### src/hdl/sda_pkg.sv
`default_nettype none

package sda_pkg;

    localparam int COORD_W     = 32;
    localparam int RADIUS_W    = 48;
    localparam int ACC_W       = 64;
    localparam int GAIN_W      = 32;
    localparam int GAIN_FRAC   = 16;
    localparam int LIMB_W      = 32;
    localparam int CFG_DATA_W  = 64;
    localparam int REG_IDX_W   = 2;

    localparam int QUEUE_DEPTH = 4;
    localparam int QPTR_W      = $clog2(QUEUE_DEPTH);
    localparam int QCNT_W      = QPTR_W + 1;

    // Register indexes on the configuration port
    localparam logic [REG_IDX_W-1:0] REG_RADIUS_SQ     = 2'd0;
    localparam logic [REG_IDX_W-1:0] REG_KERNEL_OFFSET = 2'd1;
    localparam logic [REG_IDX_W-1:0] REG_DENSITY_GAIN  = 2'd2;

    localparam logic [GAIN_W-1:0] GAIN_RESET = 32'd65536;

    typedef struct packed {
        logic signed [COORD_W-1:0] own_x;
        logic signed [COORD_W-1:0] own_y;
        logic signed [COORD_W-1:0] own_z;
        logic signed [COORD_W-1:0] neighbour_x;
        logic signed [COORD_W-1:0] neighbour_y;
        logic signed [COORD_W-1:0] neighbour_z;
        logic                      first_pair;
        logic                      last_pair;
    } sda_pair_t;

    typedef struct packed {
        logic [ACC_W-1:0] density;
        logic             saturated;
    } sda_result_t;

    typedef struct packed {
        logic [REG_IDX_W-1:0]  index;
        logic [CFG_DATA_W-1:0] data;
    } sda_cfg_t;

    typedef struct packed {
        logic [RADIUS_W-1:0] radius_sq;
        logic [ACC_W-1:0]    kernel_offset;
        logic [GAIN_W-1:0]   density_gain;
    } sda_cfg_regs_t;

    // One classified pair handed from front to back
    typedef struct packed {
        logic [RADIUS_W-1:0] h;
        logic                term_ok;
        logic                is_first;
        logic                is_last;
    } sda_term_t;

    typedef struct packed {
        logic      valid;
        sda_term_t term;
    } sda_qpush_t;

    typedef struct packed {
        logic      valid;
        sda_term_t term;
    } sda_qhead_t;

endpackage

`default_nettype wire

### src/hdl/sda_queue.sv
`default_nettype none

module sda_queue (
    input  wire logic                clk,
    input  wire logic                rst_n,
    input  wire sda_pkg::sda_qpush_t push,
    output logic                     full,
    output sda_pkg::sda_qhead_t      head,
    input  wire logic                pop
);

    sda_pkg::sda_term_t               mem [0:sda_pkg::QUEUE_DEPTH-1];
    logic [sda_pkg::QPTR_W-1:0]       wr_ptr_reg;
    logic [sda_pkg::QPTR_W-1:0]       rd_ptr_reg;
    logic [sda_pkg::QCNT_W-1:0]       count_reg;
    logic                             do_push;
    logic                             do_pop;

    assign full       = count_reg == sda_pkg::QCNT_W'(sda_pkg::QUEUE_DEPTH);
    assign head.valid = count_reg != '0;
    assign head.term  = mem[rd_ptr_reg];
    assign do_push    = push.valid && !full;
    assign do_pop     = pop && head.valid;

    always_ff @(posedge clk or negedge rst_n)
    begin
        if (!rst_n)
        begin
            wr_ptr_reg <= '0;
            rd_ptr_reg <= '0;
            count_reg  <= '0;
        end
        else
        begin
            if (do_push)
                wr_ptr_reg <= wr_ptr_reg + 1'b1;
            if (do_pop)
                rd_ptr_reg <= rd_ptr_reg + 1'b1;
            if (do_push && !do_pop)
                count_reg <= count_reg + 1'b1;
            else if (do_pop && !do_push)
                count_reg <= count_reg - 1'b1;
        end
    end

    always_ff @(posedge clk)
    begin
        if (do_push)
            mem[wr_ptr_reg] <= push.term;
    end

endmodule

`default_nettype wire

### config.mk
export PLATFORM = sky130hd
export DESIGN_NAME = sda_queue
export DESIGN_NICKNAME = d
export VERILOG_FILES = /design/src/hdl/sda_pkg.sv /design/src/hdl/sda_queue.sv
export SDC_FILE = /design/constraint.sdc
export NUM_CORES = 1
export LEC_CHECK = 0
export ABC_AREA = 1
export BUFFER_PORTS_ARGS = -buffer_cell sky130_fd_sc_hd__buf_2
export CAP_MARGIN = 20
export CORE_ASPECT_RATIO = 1.4
export CORE_UTILIZATION = 35
export CTS_CLUSTER_DIAMETER = 40
export DETAILED_ROUTE_END_ITERATION = 8
export PLACE_DENSITY = 0.63
export SLEW_MARGIN = 20
export SYNTH_ARGS = -nofsm -noshare
export SYNTH_HDL_FRONTEND = slang
export SYNTH_SLANG_ARGS = --single-unit
### constraint.sdc
create_clock -name clk -period 5.4 [get_ports clk]
set_clock_uncertainty 0.15 [all_clocks]
set_input_delay 0.54 -clock clk [delete_from_list [all_inputs] [get_ports clk]]
set_output_delay 0.54 -clock clk [all_outputs]
set_load 0.05 [all_outputs]
==> metrics <==
Compound-Gate Fraction of Synth Area 12.1%; Die H 190 um; antenna-violating nets left 0; per-cell routed wire length 15.6 um; I/O pins 108; Crit path largest cell delay 0.76 ns; status finished, final reports clean; Final #Nets 826; register share of total power 33.3%; largest net degree at the start of global routing 139; total gr overflow 0; cells after synthesis 655; slowest CP cell inv_6; Comb power frac 41.5%; Max Cap Viol 0; Max Freq 287 MHz; TritonCTS clock tree yes; share of total power in the clock network 25.3%; All-Layer GR Usage 13.5%; Finished Cell Area 0.0105 mm2; die area 0.0260 mm2; area delta synth->final 18.5%; maximum VDD drop 0.340 mV; initial antenna violation count 2; Routed WL 17100 um; layout cell share with drive strength beyond 1 34.4%; Top delay family on crit path buffers and inverters; mux cell area share after synthesis 0%; first-pass GRT wire length 26800 um; syn nets 716; routability congestion estimate 0.704; final setup violating endpoints 0; RSZ-0062 raised after global routing false; Fin. Hold Viols 0; Slew Viols, Final 0; Mean Syn Cell Area 13.5 um2; max reg flops 204; Initial DRC Count 211; CP most frequent cell nand2_1; Final WS setup 1.92 ns; Worst-Skew Late Latency 0.50 ns; most frequent cells in the layout edfxtp_1, nand2_1, buf_2; clock sink total 211; setup TNS 0 ns; Root Buffer Master clkbuf_16; Clock transition at path regs 0.06 ns; dpl cell area 0.00963 mm2; adder-cell area share of the yosys netlist 0.931%; XOR/XNOR Fraction of Synth Area 0.0988%; CTS Buf Count 25; Tmin final 3.48 ns; Site Rows 68; # port buffers 107; crit share post-route 64.5%; largest family of logic cells by synthesized area compound AO/OA/AOI/OAI gates; Clock Path Buffers 3; Crit path required time 4.71 ns; Synth cell types 20; sw power 2.95 mW; Sw Ratio 43.4%; core area 0.0248 mm2; register area share after synthesis 71.1%; Tightest Pin Transition 1.06 ns; Netlist Area Pre-Place 0.00887 mm2; hpwl dp 10300 um; internal power 3.85 mW; drt drc 0; commonest non-fill, non-tap cell in the layout edfxtp_1; Synth Area in Simple Gates 7.87%; Synth Register Bits 211; CP cell instances inv_6, buf_4, nand2_1, o211ai_1, nand2_1, buf_2; critical setup path kind flop to output pin; Slew HR 29.4%; min-delay worst type input pin to flop; Setup Fix Bufs, Post-CTS 0; PwrDens 647 mW/mm2; Via density 4.54; Setup WS pre-CTS 2.42 ns; Leak 4.22 nW; Critical path buffers and inverters 3; Worst setup SP type flop; Tot Pwr 6.80 mW; vias in the first global route 4966; WP data arrival 2.79 ns; Synth warnings 0; Core Util, Final 42.4%; via count 4984; Setup crit end kind output pin; Starting Density 35.8%; H-tree levels 1; crit path max fanout 138; die width 137 um; router iterations before antenna repair 4
[cell usage after synthesis, drive strengths merged]
library cell    n  area share, %
inv           117            5.0
dfrtp           7            2.0
fa              1           0.23
nand4           1          0.071
o21ai           1          0.056
o211ai        102             12
nor2            4           0.17
clkbuf          2          0.085
buf            31            2.9
clkinv          1          0.042
nand3           7           0.40
xnor2           1          0.099
edfxtp        204             69
ha              5           0.71
nand2         171            7.2
[path summary, 6_finish.rpt]
kind,from,endpoint,slack [ns],cells past startpoint
worst max-delay path,rd_ptr_reg[0],head[48],1.92,6
worst min-delay path,push[22],mem[0][22],0.1,1
worst max register to register,count_reg[0],mem[3][15],2.55,5
worst min register to register,count_reg[2],count_reg[2],0.37,2
max in group asynchronous,rst_n,rd_ptr_reg[1],4.64,2
min in group asynchronous,rst_n,wr_ptr_reg[1],0.27,2
[metal layers]
layer	part of all wire (%)	up-vias	GRT usage [%]
li1	-	2499	-
met1	41	2375	16.1
met2	53	84	24.6
met3	4.3	26	2.47
met4	1.8	0	3.93
met5	0	-	0
[logic make-up after synthesis]
kind of cell / count (synthesis)
flops: 211
simple gates: 183
compound gates: 103
xor+xnor: 1
fa+ha+maj: 6
buf+inv: 151
[what timing repair did]
item                                   4_1_cts  5_1_grt
resized for setup                            0        0
endpoints found under the hold margin        7        0
hold buffers                                 1        0
[area by class of cell]
class | instances | area, um2
Antenna cell | 1 | 2.50
Clock buffer | 25 | 626
Clock inverter | 20 | 235
Fill cell | 2256 | 14300
Inverter | 118 | 448
Multi-Input combinational cell | 293 | 1890
Sequential cell | 211 | 6300
Tap cell | 315 | 394
Timing Repair Buffer | 116 | 606
[power groups by stage]
stage	Clock, mW	Combinational (mW)	Sequential [mW]
floorplan	0	2.30	2.30
global placement	0	2.86	2.29
detailed placement	0	2.88	2.30
CTS	1.76	2.88	2.27
global route	1.82	3.06	2.29
finish	1.72	2.82	2.26
[per-stage QoR]
| stage | hold slack (ns) | cells |
|---|---|---|
| final | 0.0985 | 1099 |
| after global routing | 0.0833 | 1098 |
| after CTS | 0.0756 | 1098 |
| after detailed placement | 0.244 | 1052 |
| after global placement | 0.235 | 1052 |
| after floorplan | 0.0944 | 655 |
Power figures use the tool's default switching activity.
