[src/hdl/sda_pkg.sv]
`default_nettype none

package sda_pkg;

    localparam int COORD_W     = 32;
    localparam int RADIUS_W    = 48;
    localparam int ACC_W       = 64;
    localparam int GAIN_W      = 32;
    localparam int GAIN_FRAC   = 16;
    localparam int LIMB_W      = 32;
    localparam int CFG_DATA_W  = 64;
    localparam int REG_IDX_W   = 2;

    localparam int QUEUE_DEPTH = 4;
    localparam int QPTR_W      = $clog2(QUEUE_DEPTH);
    localparam int QCNT_W      = QPTR_W + 1;

    // Register indexes on the configuration port
    localparam logic [REG_IDX_W-1:0] REG_RADIUS_SQ     = 2'd0;
    localparam logic [REG_IDX_W-1:0] REG_KERNEL_OFFSET = 2'd1;
    localparam logic [REG_IDX_W-1:0] REG_DENSITY_GAIN  = 2'd2;

    localparam logic [GAIN_W-1:0] GAIN_RESET = 32'd65536;

    typedef struct packed {
        logic signed [COORD_W-1:0] own_x;
        logic signed [COORD_W-1:0] own_y;
        logic signed [COORD_W-1:0] own_z;
        logic signed [COORD_W-1:0] neighbour_x;
        logic signed [COORD_W-1:0] neighbour_y;
        logic signed [COORD_W-1:0] neighbour_z;
        logic                      first_pair;
        logic                      last_pair;
    } sda_pair_t;

    typedef struct packed {
        logic [ACC_W-1:0] density;
        logic             saturated;
    } sda_result_t;

    typedef struct packed {
        logic [REG_IDX_W-1:0]  index;
        logic [CFG_DATA_W-1:0] data;
    } sda_cfg_t;

    typedef struct packed {
        logic [RADIUS_W-1:0] radius_sq;
        logic [ACC_W-1:0]    kernel_offset;
        logic [GAIN_W-1:0]   density_gain;
    } sda_cfg_regs_t;

    // One classified pair handed from front to back
    typedef struct packed {
        logic [RADIUS_W-1:0] h;
        logic                term_ok;
        logic                is_first;
        logic                is_last;
    } sda_term_t;

    typedef struct packed {
        logic      valid;
        sda_term_t term;
    } sda_qpush_t;

    typedef struct packed {
        logic      valid;
        sda_term_t term;
    } sda_qhead_t;

endpackage

`default_nettype wire

[src/hdl/sda_stream_if.sv]
`default_nettype none

interface sda_stream_if #(
    parameter type PAYLOAD_T = logic
);
    logic     valid;
    logic     ready;
    PAYLOAD_T payload;

    modport source (output valid, output payload, input ready);
    modport sink   (input valid, input payload, output ready);
endinterface

`default_nettype wire

[src/hdl/sda_back.sv]
`default_nettype none

module sda_back #(
    parameter int COORD_FRAC_BITS = 24
) (
    input  wire logic                   clk,
    input  wire logic                   rst_n,
    input  wire sda_pkg::sda_cfg_regs_t cfg_regs,
    input  wire sda_pkg::sda_qhead_t    head,
    output logic                        pop,
    sda_stream_if.source                result_out
);

    localparam int LW         = sda_pkg::LIMB_W;
    localparam int NPROD      = 8;
    localparam int CUBE_W     = NPROD * LW;
    localparam int CUBE_SHIFT = 6 * COORD_FRAC_BITS - 64;
    localparam int AW         = sda_pkg::ACC_W;
    localparam int FULL_W     = 3 * LW;

    typedef enum logic [6:0] {
        B_IDLE = 7'b0000001,
        B_SQ   = 7'b0000010,
        B_CU   = 7'b0000100,
        B_ACC  = 7'b0001000,
        B_FIN  = 7'b0010000,
        B_SCL  = 7'b0100000,
        B_OUT  = 7'b1000000
    } back_state_t;

    back_state_t              state_reg, state_next;
    logic [1:0]               i_reg, i_next;
    logic                     j_reg, j_next;
    logic [LW-1:0]            carry_reg;
    logic [sda_pkg::RADIUS_W-1:0] h_reg;
    logic                     last_reg;
    logic [LW-1:0]            sq_reg   [0:3];
    logic [LW-1:0]            prod_reg [0:NPROD-1];
    logic [AW-1:0]            sum_reg;
    logic                     clip_reg;
    logic [AW-1:0]            v_reg;
    logic                     fin_clip_reg;
    logic                     out_valid_reg;
    sda_pkg::sda_result_t     out_data_reg;

    logic [LW-1:0]            h_lo, h_hi, mul_x, mul_y, r_rd, carry_in;
    logic [2*LW-1:0]          t;
    logic [2:0]               ij, ij1;
    logic                     row_end, phase_end, out_load;
    logic [CUBE_W-1:0]        cube, cube_sh;
    logic [AW-1:0]            term;
    logic                     term_clip;
    logic [AW:0]              acc_sum, fin_sum;
    logic [FULL_W-1:0]        full_prod;
    logic                     scale_over;

    assign h_lo = h_reg[LW-1:0];
    assign h_hi = LW'(h_reg[sda_pkg::RADIUS_W-1:LW]);

    // Operand select for the shared 32x32 multiplier
    always_comb
    begin
        case (state_reg)
            B_SQ:    mul_x = i_reg[0] ? h_hi : h_lo;
            B_CU:    mul_x = sq_reg[i_reg];
            B_SCL:   mul_x = i_reg[0] ? v_reg[AW-1:LW] : v_reg[LW-1:0];
            default: mul_x = '0;
        endcase
        mul_y = (state_reg == B_SCL) ? cfg_regs.density_gain : (j_reg ? h_hi : h_lo);
    end

    assign ij       = 3'(i_reg) + 3'(j_reg);
    assign ij1      = ij + 3'd1;
    assign r_rd     = (state_reg == B_SQ) ? sq_reg[ij[1:0]] : prod_reg[ij];
    assign carry_in = j_reg ? carry_reg : '0;
    assign t        = (2*LW)'(mul_x) * (2*LW)'(mul_y) + (2*LW)'(r_rd) + (2*LW)'(carry_in);
    assign row_end  = (state_reg == B_SCL) || j_reg;

    always_comb
    begin
        case (state_reg)
            B_SQ:    phase_end = row_end && (i_reg == 2'd1);
            B_CU:    phase_end = row_end && (i_reg == 2'd3);
            B_SCL:   phase_end = i_reg == 2'd1;
            default: phase_end = 1'b0;
        endcase
    end

    always_comb
    begin
        for (int k = 0; k < NPROD; k++)
            cube[k*LW +: LW] = prod_reg[k];
    end

    assign cube_sh    = cube >> CUBE_SHIFT;
    assign term_clip  = |cube_sh[CUBE_W-1:AW];
    assign term       = term_clip ? '1 : cube_sh[AW-1:0];
    assign acc_sum    = {1'b0, sum_reg} + {1'b0, term};
    assign fin_sum    = {1'b0, sum_reg} + {1'b0, cfg_regs.kernel_offset};
    assign full_prod  = {prod_reg[2], prod_reg[1], prod_reg[0]};
    assign scale_over = |full_prod[FULL_W-1:AW+sda_pkg::GAIN_FRAC];
    assign out_load   = (state_reg == B_OUT) && (!out_valid_reg || result_out.ready);
    assign pop        = (state_reg == B_IDLE) && head.valid;

    always_comb
    begin
        state_next = state_reg;
        i_next     = i_reg;
        j_next     = j_reg;
        unique case (state_reg) inside
            B_IDLE:
            begin
                i_next = '0;
                j_next = 1'b0;
                if (head.valid)
                begin
                    if (head.term.term_ok)
                        state_next = B_SQ;
                    else if (head.term.is_last)
                        state_next = B_FIN;
                end
            end
            B_SQ, B_CU, B_SCL:
            begin
                if (row_end)
                begin
                    j_next = 1'b0;
                    i_next = phase_end ? 2'd0 : i_reg + 2'd1;
                end
                else
                    j_next = 1'b1;
                if (phase_end)
                begin
                    case (state_reg)
                        B_SQ:    state_next = B_CU;
                        B_CU:    state_next = B_ACC;
                        default: state_next = B_OUT;
                    endcase
                end
            end
            B_ACC:   state_next = last_reg ? B_FIN : B_IDLE;
            B_FIN:   state_next = B_SCL;
            B_OUT:
            begin
                if (out_load)
                    state_next = B_IDLE;
            end
            default: state_next = B_IDLE;
        endcase
    end

    always_ff @(posedge clk or negedge rst_n)
    begin
        if (!rst_n)
        begin
            state_reg     <= B_IDLE;
            i_reg         <= '0;
            j_reg         <= 1'b0;
            sum_reg       <= '0;
            clip_reg      <= 1'b0;
            out_valid_reg <= 1'b0;
        end
        else
        begin
            state_reg <= state_next;
            i_reg     <= i_next;
            j_reg     <= j_next;
            if (pop && head.term.is_first)
            begin
                sum_reg  <= '0;
                clip_reg <= 1'b0;
            end
            else if (state_reg == B_ACC)
            begin
                sum_reg  <= acc_sum[AW] ? '1 : acc_sum[AW-1:0];
                clip_reg <= clip_reg | term_clip | acc_sum[AW];
            end
            if (out_load)
                out_valid_reg <= 1'b1;
            else if (result_out.ready)
                out_valid_reg <= 1'b0;
        end
    end

    always_ff @(posedge clk)
    begin
        if (pop)
        begin
            h_reg    <= head.term.h;
            last_reg <= head.term.is_last;
            for (int k = 0; k < 4; k++)
                sq_reg[k] <= '0;
        end
        if (state_reg == B_SQ)
        begin
            sq_reg[ij[1:0]] <= t[LW-1:0];
            if (row_end)
                sq_reg[ij1[1:0]] <= t[2*LW-1:LW];
            else
                carry_reg <= t[2*LW-1:LW];
            if (phase_end)
            begin
                for (int k = 0; k < NPROD; k++)
                    prod_reg[k] <= '0;
            end
        end
        if ((state_reg == B_CU) || (state_reg == B_SCL))
        begin
            prod_reg[ij] <= t[LW-1:0];
            if (row_end)
                prod_reg[ij1] <= t[2*LW-1:LW];
            else
                carry_reg <= t[2*LW-1:LW];
        end
        if (state_reg == B_FIN)
        begin
            v_reg        <= fin_sum[AW] ? '1 : fin_sum[AW-1:0];
            fin_clip_reg <= clip_reg | fin_sum[AW];
            for (int k = 0; k < NPROD; k++)
                prod_reg[k] <= '0;
        end
        if (out_load)
        begin
            out_data_reg.density   <= scale_over ? '1
                                                 : full_prod[AW+sda_pkg::GAIN_FRAC-1:
                                                             sda_pkg::GAIN_FRAC];
            out_data_reg.saturated <= fin_clip_reg | scale_over;
        end
    end

    assign result_out.valid   = out_valid_reg;
    assign result_out.payload = out_data_reg;

endmodule

`default_nettype wire

[src/flat_wrapper.sv]
// flat-port wrapper written by rule: the top's interface ports become plain ports
module sda_back_flat 
#(
    parameter int COORD_FRAC_BITS = 24
)
  (clk, rst_n, cfg_regs, head, pop, result_out_valid, result_out_payload, result_out_ready);
  sda_stream_if result_out_i ();
  input  wire logic clk;
  input  wire logic rst_n;
  input  wire sda_pkg::sda_cfg_regs_t cfg_regs;
  input  wire sda_pkg::sda_qhead_t head;
  output logic pop;
  output wire logic [$bits(result_out_i.valid)-1:0] result_out_valid;
  output wire logic [$bits(result_out_i.payload)-1:0] result_out_payload;
  input wire logic [$bits(result_out_i.ready)-1:0] result_out_ready;
  assign result_out_valid = result_out_i.valid;
  assign result_out_payload = result_out_i.payload;
  assign result_out_i.ready = result_out_ready;
  sda_back #(.COORD_FRAC_BITS(COORD_FRAC_BITS)) u_core (.clk(clk), .rst_n(rst_n), .cfg_regs(cfg_regs), .head(head), .pop(pop), .result_out(result_out_i));
endmodule
[config.mk]
export PLATFORM = sky130hd
export DESIGN_NAME = sda_back_flat
export DESIGN_NICKNAME = d
export VERILOG_FILES = /design/src/hdl/sda_pkg.sv /design/src/hdl/sda_stream_if.sv /design/src/hdl/sda_back.sv /design/src/flat_wrapper.sv
export SDC_FILE = /design/constraint.sdc
export NUM_CORES = 2
export LEC_CHECK = 0
export BUFFER_PORTS_ARGS = -buffer_cell sky130_fd_sc_hd__buf_4
export CAP_MARGIN = 20
export CORE_MARGIN = 5
export CORE_UTILIZATION = 35
export DETAILED_ROUTE_END_ITERATION = 6
export SYNTH_ARGS = -nofsm -noshare
export SYNTH_HDL_FRONTEND = slang
export SYNTH_SLANG_ARGS = --single-unit
[constraint.sdc]
create_clock -name clk -period 13.1 [get_ports clk]
set_clock_uncertainty 0.1 [all_clocks]
set_input_delay 1.31 -clock clk [delete_from_list [all_inputs] [get_ports clk]]
set_output_delay 1.31 -clock clk [all_outputs]
set_load 0.02 [all_outputs]
==> flow_metrics.tcl <==
set metrics [dict create \
    outcome "finished, final reports clean" \
    cp-startpoint "u_core.state_reg[1]" \
    htreeDepth 3 \
    fillers 19900 \
    cts_buffers 69 \
    post_drt_wl_per_cell_um 26.5 \
    r2r-end "u_core.sq_reg[2][24]" \
    final_design_area_no_fill_sq_mm 0.0778 \
    synth_cells 7504 \
    grt_pass1_wl_um 395000 \
    critPathMaxStageDelay_ns 0.76 \
    arrival_ns 11.88 \
    fin_util_pct 38.6 \
    io_buffers 153 \
    overflow 0 \
    fin_crit_sh_pct 88.5 \
    synth_edf_count 499 \
    cts_tree "built" \
    async_flop_share_pct 12.5 \
    ys_types 85 \
    clk_latency_ns 0.71 \
    drive_gt1_share_pct 10.5 \
    start_util_pct 35.1 \
    ios 202 \
    largest_reg_flops 256 \
    register_area_sq_mm 0.0175 \
    clockBufferDepth 3 \
    worstMarginPinSlew_ns 1.24 \
    cpMaxStageDelayCell "o21a_1" \
    final-max-slew-violation-count 0 \
    multi_input_area_sq_mm 0.0475 \
    drt-pass1-iter-count 7 \
    grt_pass1_vias 58500 \
    synth_seq_cells 607 \
    die_h_um 460 \
    hold_viol 0 \
    drt_iter0_markers 7592 \
    cts-root-buf "clkbuf_16" \
    drtAntennaViolNets 0 \
    gp_congestion 0.984 \
    die_x_um 460 \
    ys.flop_type "edfxtp_1" \
    syn_nets 9079 \
    crit_top_cell "fa_1" \
    drv_cap 0 \
    startpoint_type "flip-flop" \
    fmax_mhz 86.2 \
    place_hpwl_um 212000 \
    vias 58200 \
    postRouteWirelength_um 270000 \
    ff2ff_setup_slack_ns 1.51 \
    post-route-min-period_ns 11.59 \
    ctsResizeCount 0 \
    postSynthAreaPerCell_sq_um 9.44 \
    vias_per_cell 5.71 \
    grt_max_degree 98 \
    rows 165 \
    antenna_found_initial 20 \
    setup_viol 0 \
    grt_usage_pct 25.2 \
    critPathKind "reg2reg" \
    die_area_sq_mm 0.211 \
    final.setup.tns_ns 0 \
    crit_end "u_core.sq_reg[2][24]" \
    cts_sinks 607 \
    min_path_type "reg2reg" \
    ys_warn_count 0 \
    place_area_sq_mm 0.0754 \
    area_growth_pct 9.83 \
    cp_max_fo 56 \
    r2r-start "u_core.state_reg[1]" \
    drc 0 \
    finalNetCount 9034 \
    rsz0062_at_grt "no" \
    cts-hold-fix-buffers 0 \
    ys_seq_area_share_pct 24.7 \
    r2r_cells 33 \
    relSlewSlack_pct 16.9 \
    core_area_sq_mm 0.202 \
    syn-cell-area_sq_mm 0.0708 \
    clk_pin_slew_ns 0.07 \
    required_ns 13.38 \
    cts_setup_buffers 0 \
    cp-end-kind "flip-flop" \
]
## cell families after synthesis
family | Yosys count | share of synthesized area (%)
buf+inv | 1591 | 8.51
simple gates | 2183 | 13.5
mux | 193 | 4.53
xor+xnor | 186 | 2.31
flops | 607 | 24.7
compound gates | 1368 | 11.9
fa+ha+maj | 1376 | 34.5
## Yosys cell counts (16+ instances only)
cell / count / area [sq um]
dfrtp_1: 75 / 1880
a22o_1: 17 / 149
nor3_1: 26 / 130
inv_1: 1096 / 4110
a21oi_1: 282 / 1410
fa_1: 962 / 19300
and4_1: 26 / 228
a31oi_1: 25 / 156
nand4_1: 86 / 538
mux2i_1: 35 / 350
mux2_2: 62 / 698
o22ai_1: 357 / 2230
mux4_2: 96 / 2160
nor2_1: 610 / 2290
o211ai_1: 16 / 120
clkbuf_1: 420 / 1580
a21o_1: 109 / 818
o21ai_1: 20 / 100
o21a_1: 41 / 308
or2_2: 69 / 432
nand3_1: 100 / 500
and2_1: 51 / 319
or3_1: 43 / 269
o21bai_1: 37 / 278
xor2_1: 74 / 648
xnor2_1: 111 / 972
edfxtp_1: 499 / 15000
a211oi_1: 19 / 143
o21ai_0: 333 / 1670
and3_1: 29 / 181
nor4_1: 37 / 231
ha_1: 414 / 5180
buf_1: 40 / 150
nor2b_1: 24 / 150
buf_2: 31 / 155
dfxtp_1: 32 / 641
nand2b_1: 43 / 269
nand2_1: 1016 / 3810
## final cells by class
type	count	share of cell area, %
clock inverter	35	0.524
multi-input combinational	5306	61.1
clock buffer	92	2.42
sequential	607	22.5
antenna	8	0.0257
timing repair buffer	379	3.79
inverter	1096	5.29
tap	2672	4.30
## cells in the final DEF (no fill, tap or decap), types with 24 or more instances in the layout
cell type  netlist  final
or3_1           43     43
or2_2           69     69
clkbuf_16        0     72
fa_1           962    962
a31oi_1         25     25
nand3_1        100     99
nand2b_1        43     43
dfrtp_1         75     73
o22ai_1        357    357
and2_1          51     50
buf_4            3    370
inv_1         1096   1095
dfxtp_1         32     32
edfxtp_1       499    499
ha_1           414    412
mux4_2          96     96
o21bai_1        37     37
and3_1          29     28
mux2i_1         35     35
mux2_2          62     62
a21o_1         109    109
nor4_1          37     37
nand2_1       1016   1008
nor2b_1         24     24
o21ai_0        333    326
and4_1          26     26
a21oi_1        282    276
nor3_1          26     26
o21a_1          41     41
xor2_1          74     67
nand4_1         86     86
xnor2_1        111    102
nor2_1         610    608
## critical path, delay by kind of cell, from the launching register on
kind                     cells  cell delay [ns]
adder cells (fa/ha/maj)      9             4.44
AND/OR/NAND/NOR              8             2.65
AO/OA/AOI/OAI                7             2.33
buffers and inverters        8             1.03
flip-flops                   1             0.43
XOR/XNOR                     1             0.16
## stage by stage
stage | instances | worst slack, ns | hold slack [ns]
finish | 10200 | 1.51 | 0.351
floorplan | 7504 | 3.29 | 0.317
CTS | 10200 | 1.67 | 0.351
global route | 10200 | 1.09 | 0.374
global placement | 10100 | 1.76 | 0.327
detailed placement | 10100 | 1.70 | 0.339
## worst min-delay path by stage
stage,from,to,slack [ns],cells past startpoint
after CTS,u_core.carry_reg[27],u_core.carry_reg[27],0.35,2
after floorplan,u_core.carry_reg[0],u_core.carry_reg[0],0.32,2
final,u_core.carry_reg[11],u_core.carry_reg[11],0.35,2
after global placement,u_core.carry_reg[0],u_core.carry_reg[0],0.33,2
after detailed placement,u_core.carry_reg[29],u_core.carry_reg[29],0.34,2
after global routing,u_core.carry_reg[29],u_core.carry_reg[29],0.37,2
## per-layer routing
metal | GRT usage, % | vias to the layer above | part of all wire [%]
met4 | 12.1 | 10 | 6.0
met1 | 32.6 | 29300 | 38
met2 | 39.2 | 3424 | 44
met3 | 6.94 | 662 | 12
li1 | - | 24900 | -
met5 | 0 | - | 0.026
Power is left out: the tool's default activity adds up to more than one toggle a clock period on the data nets, which glitch-free logic cannot reach.
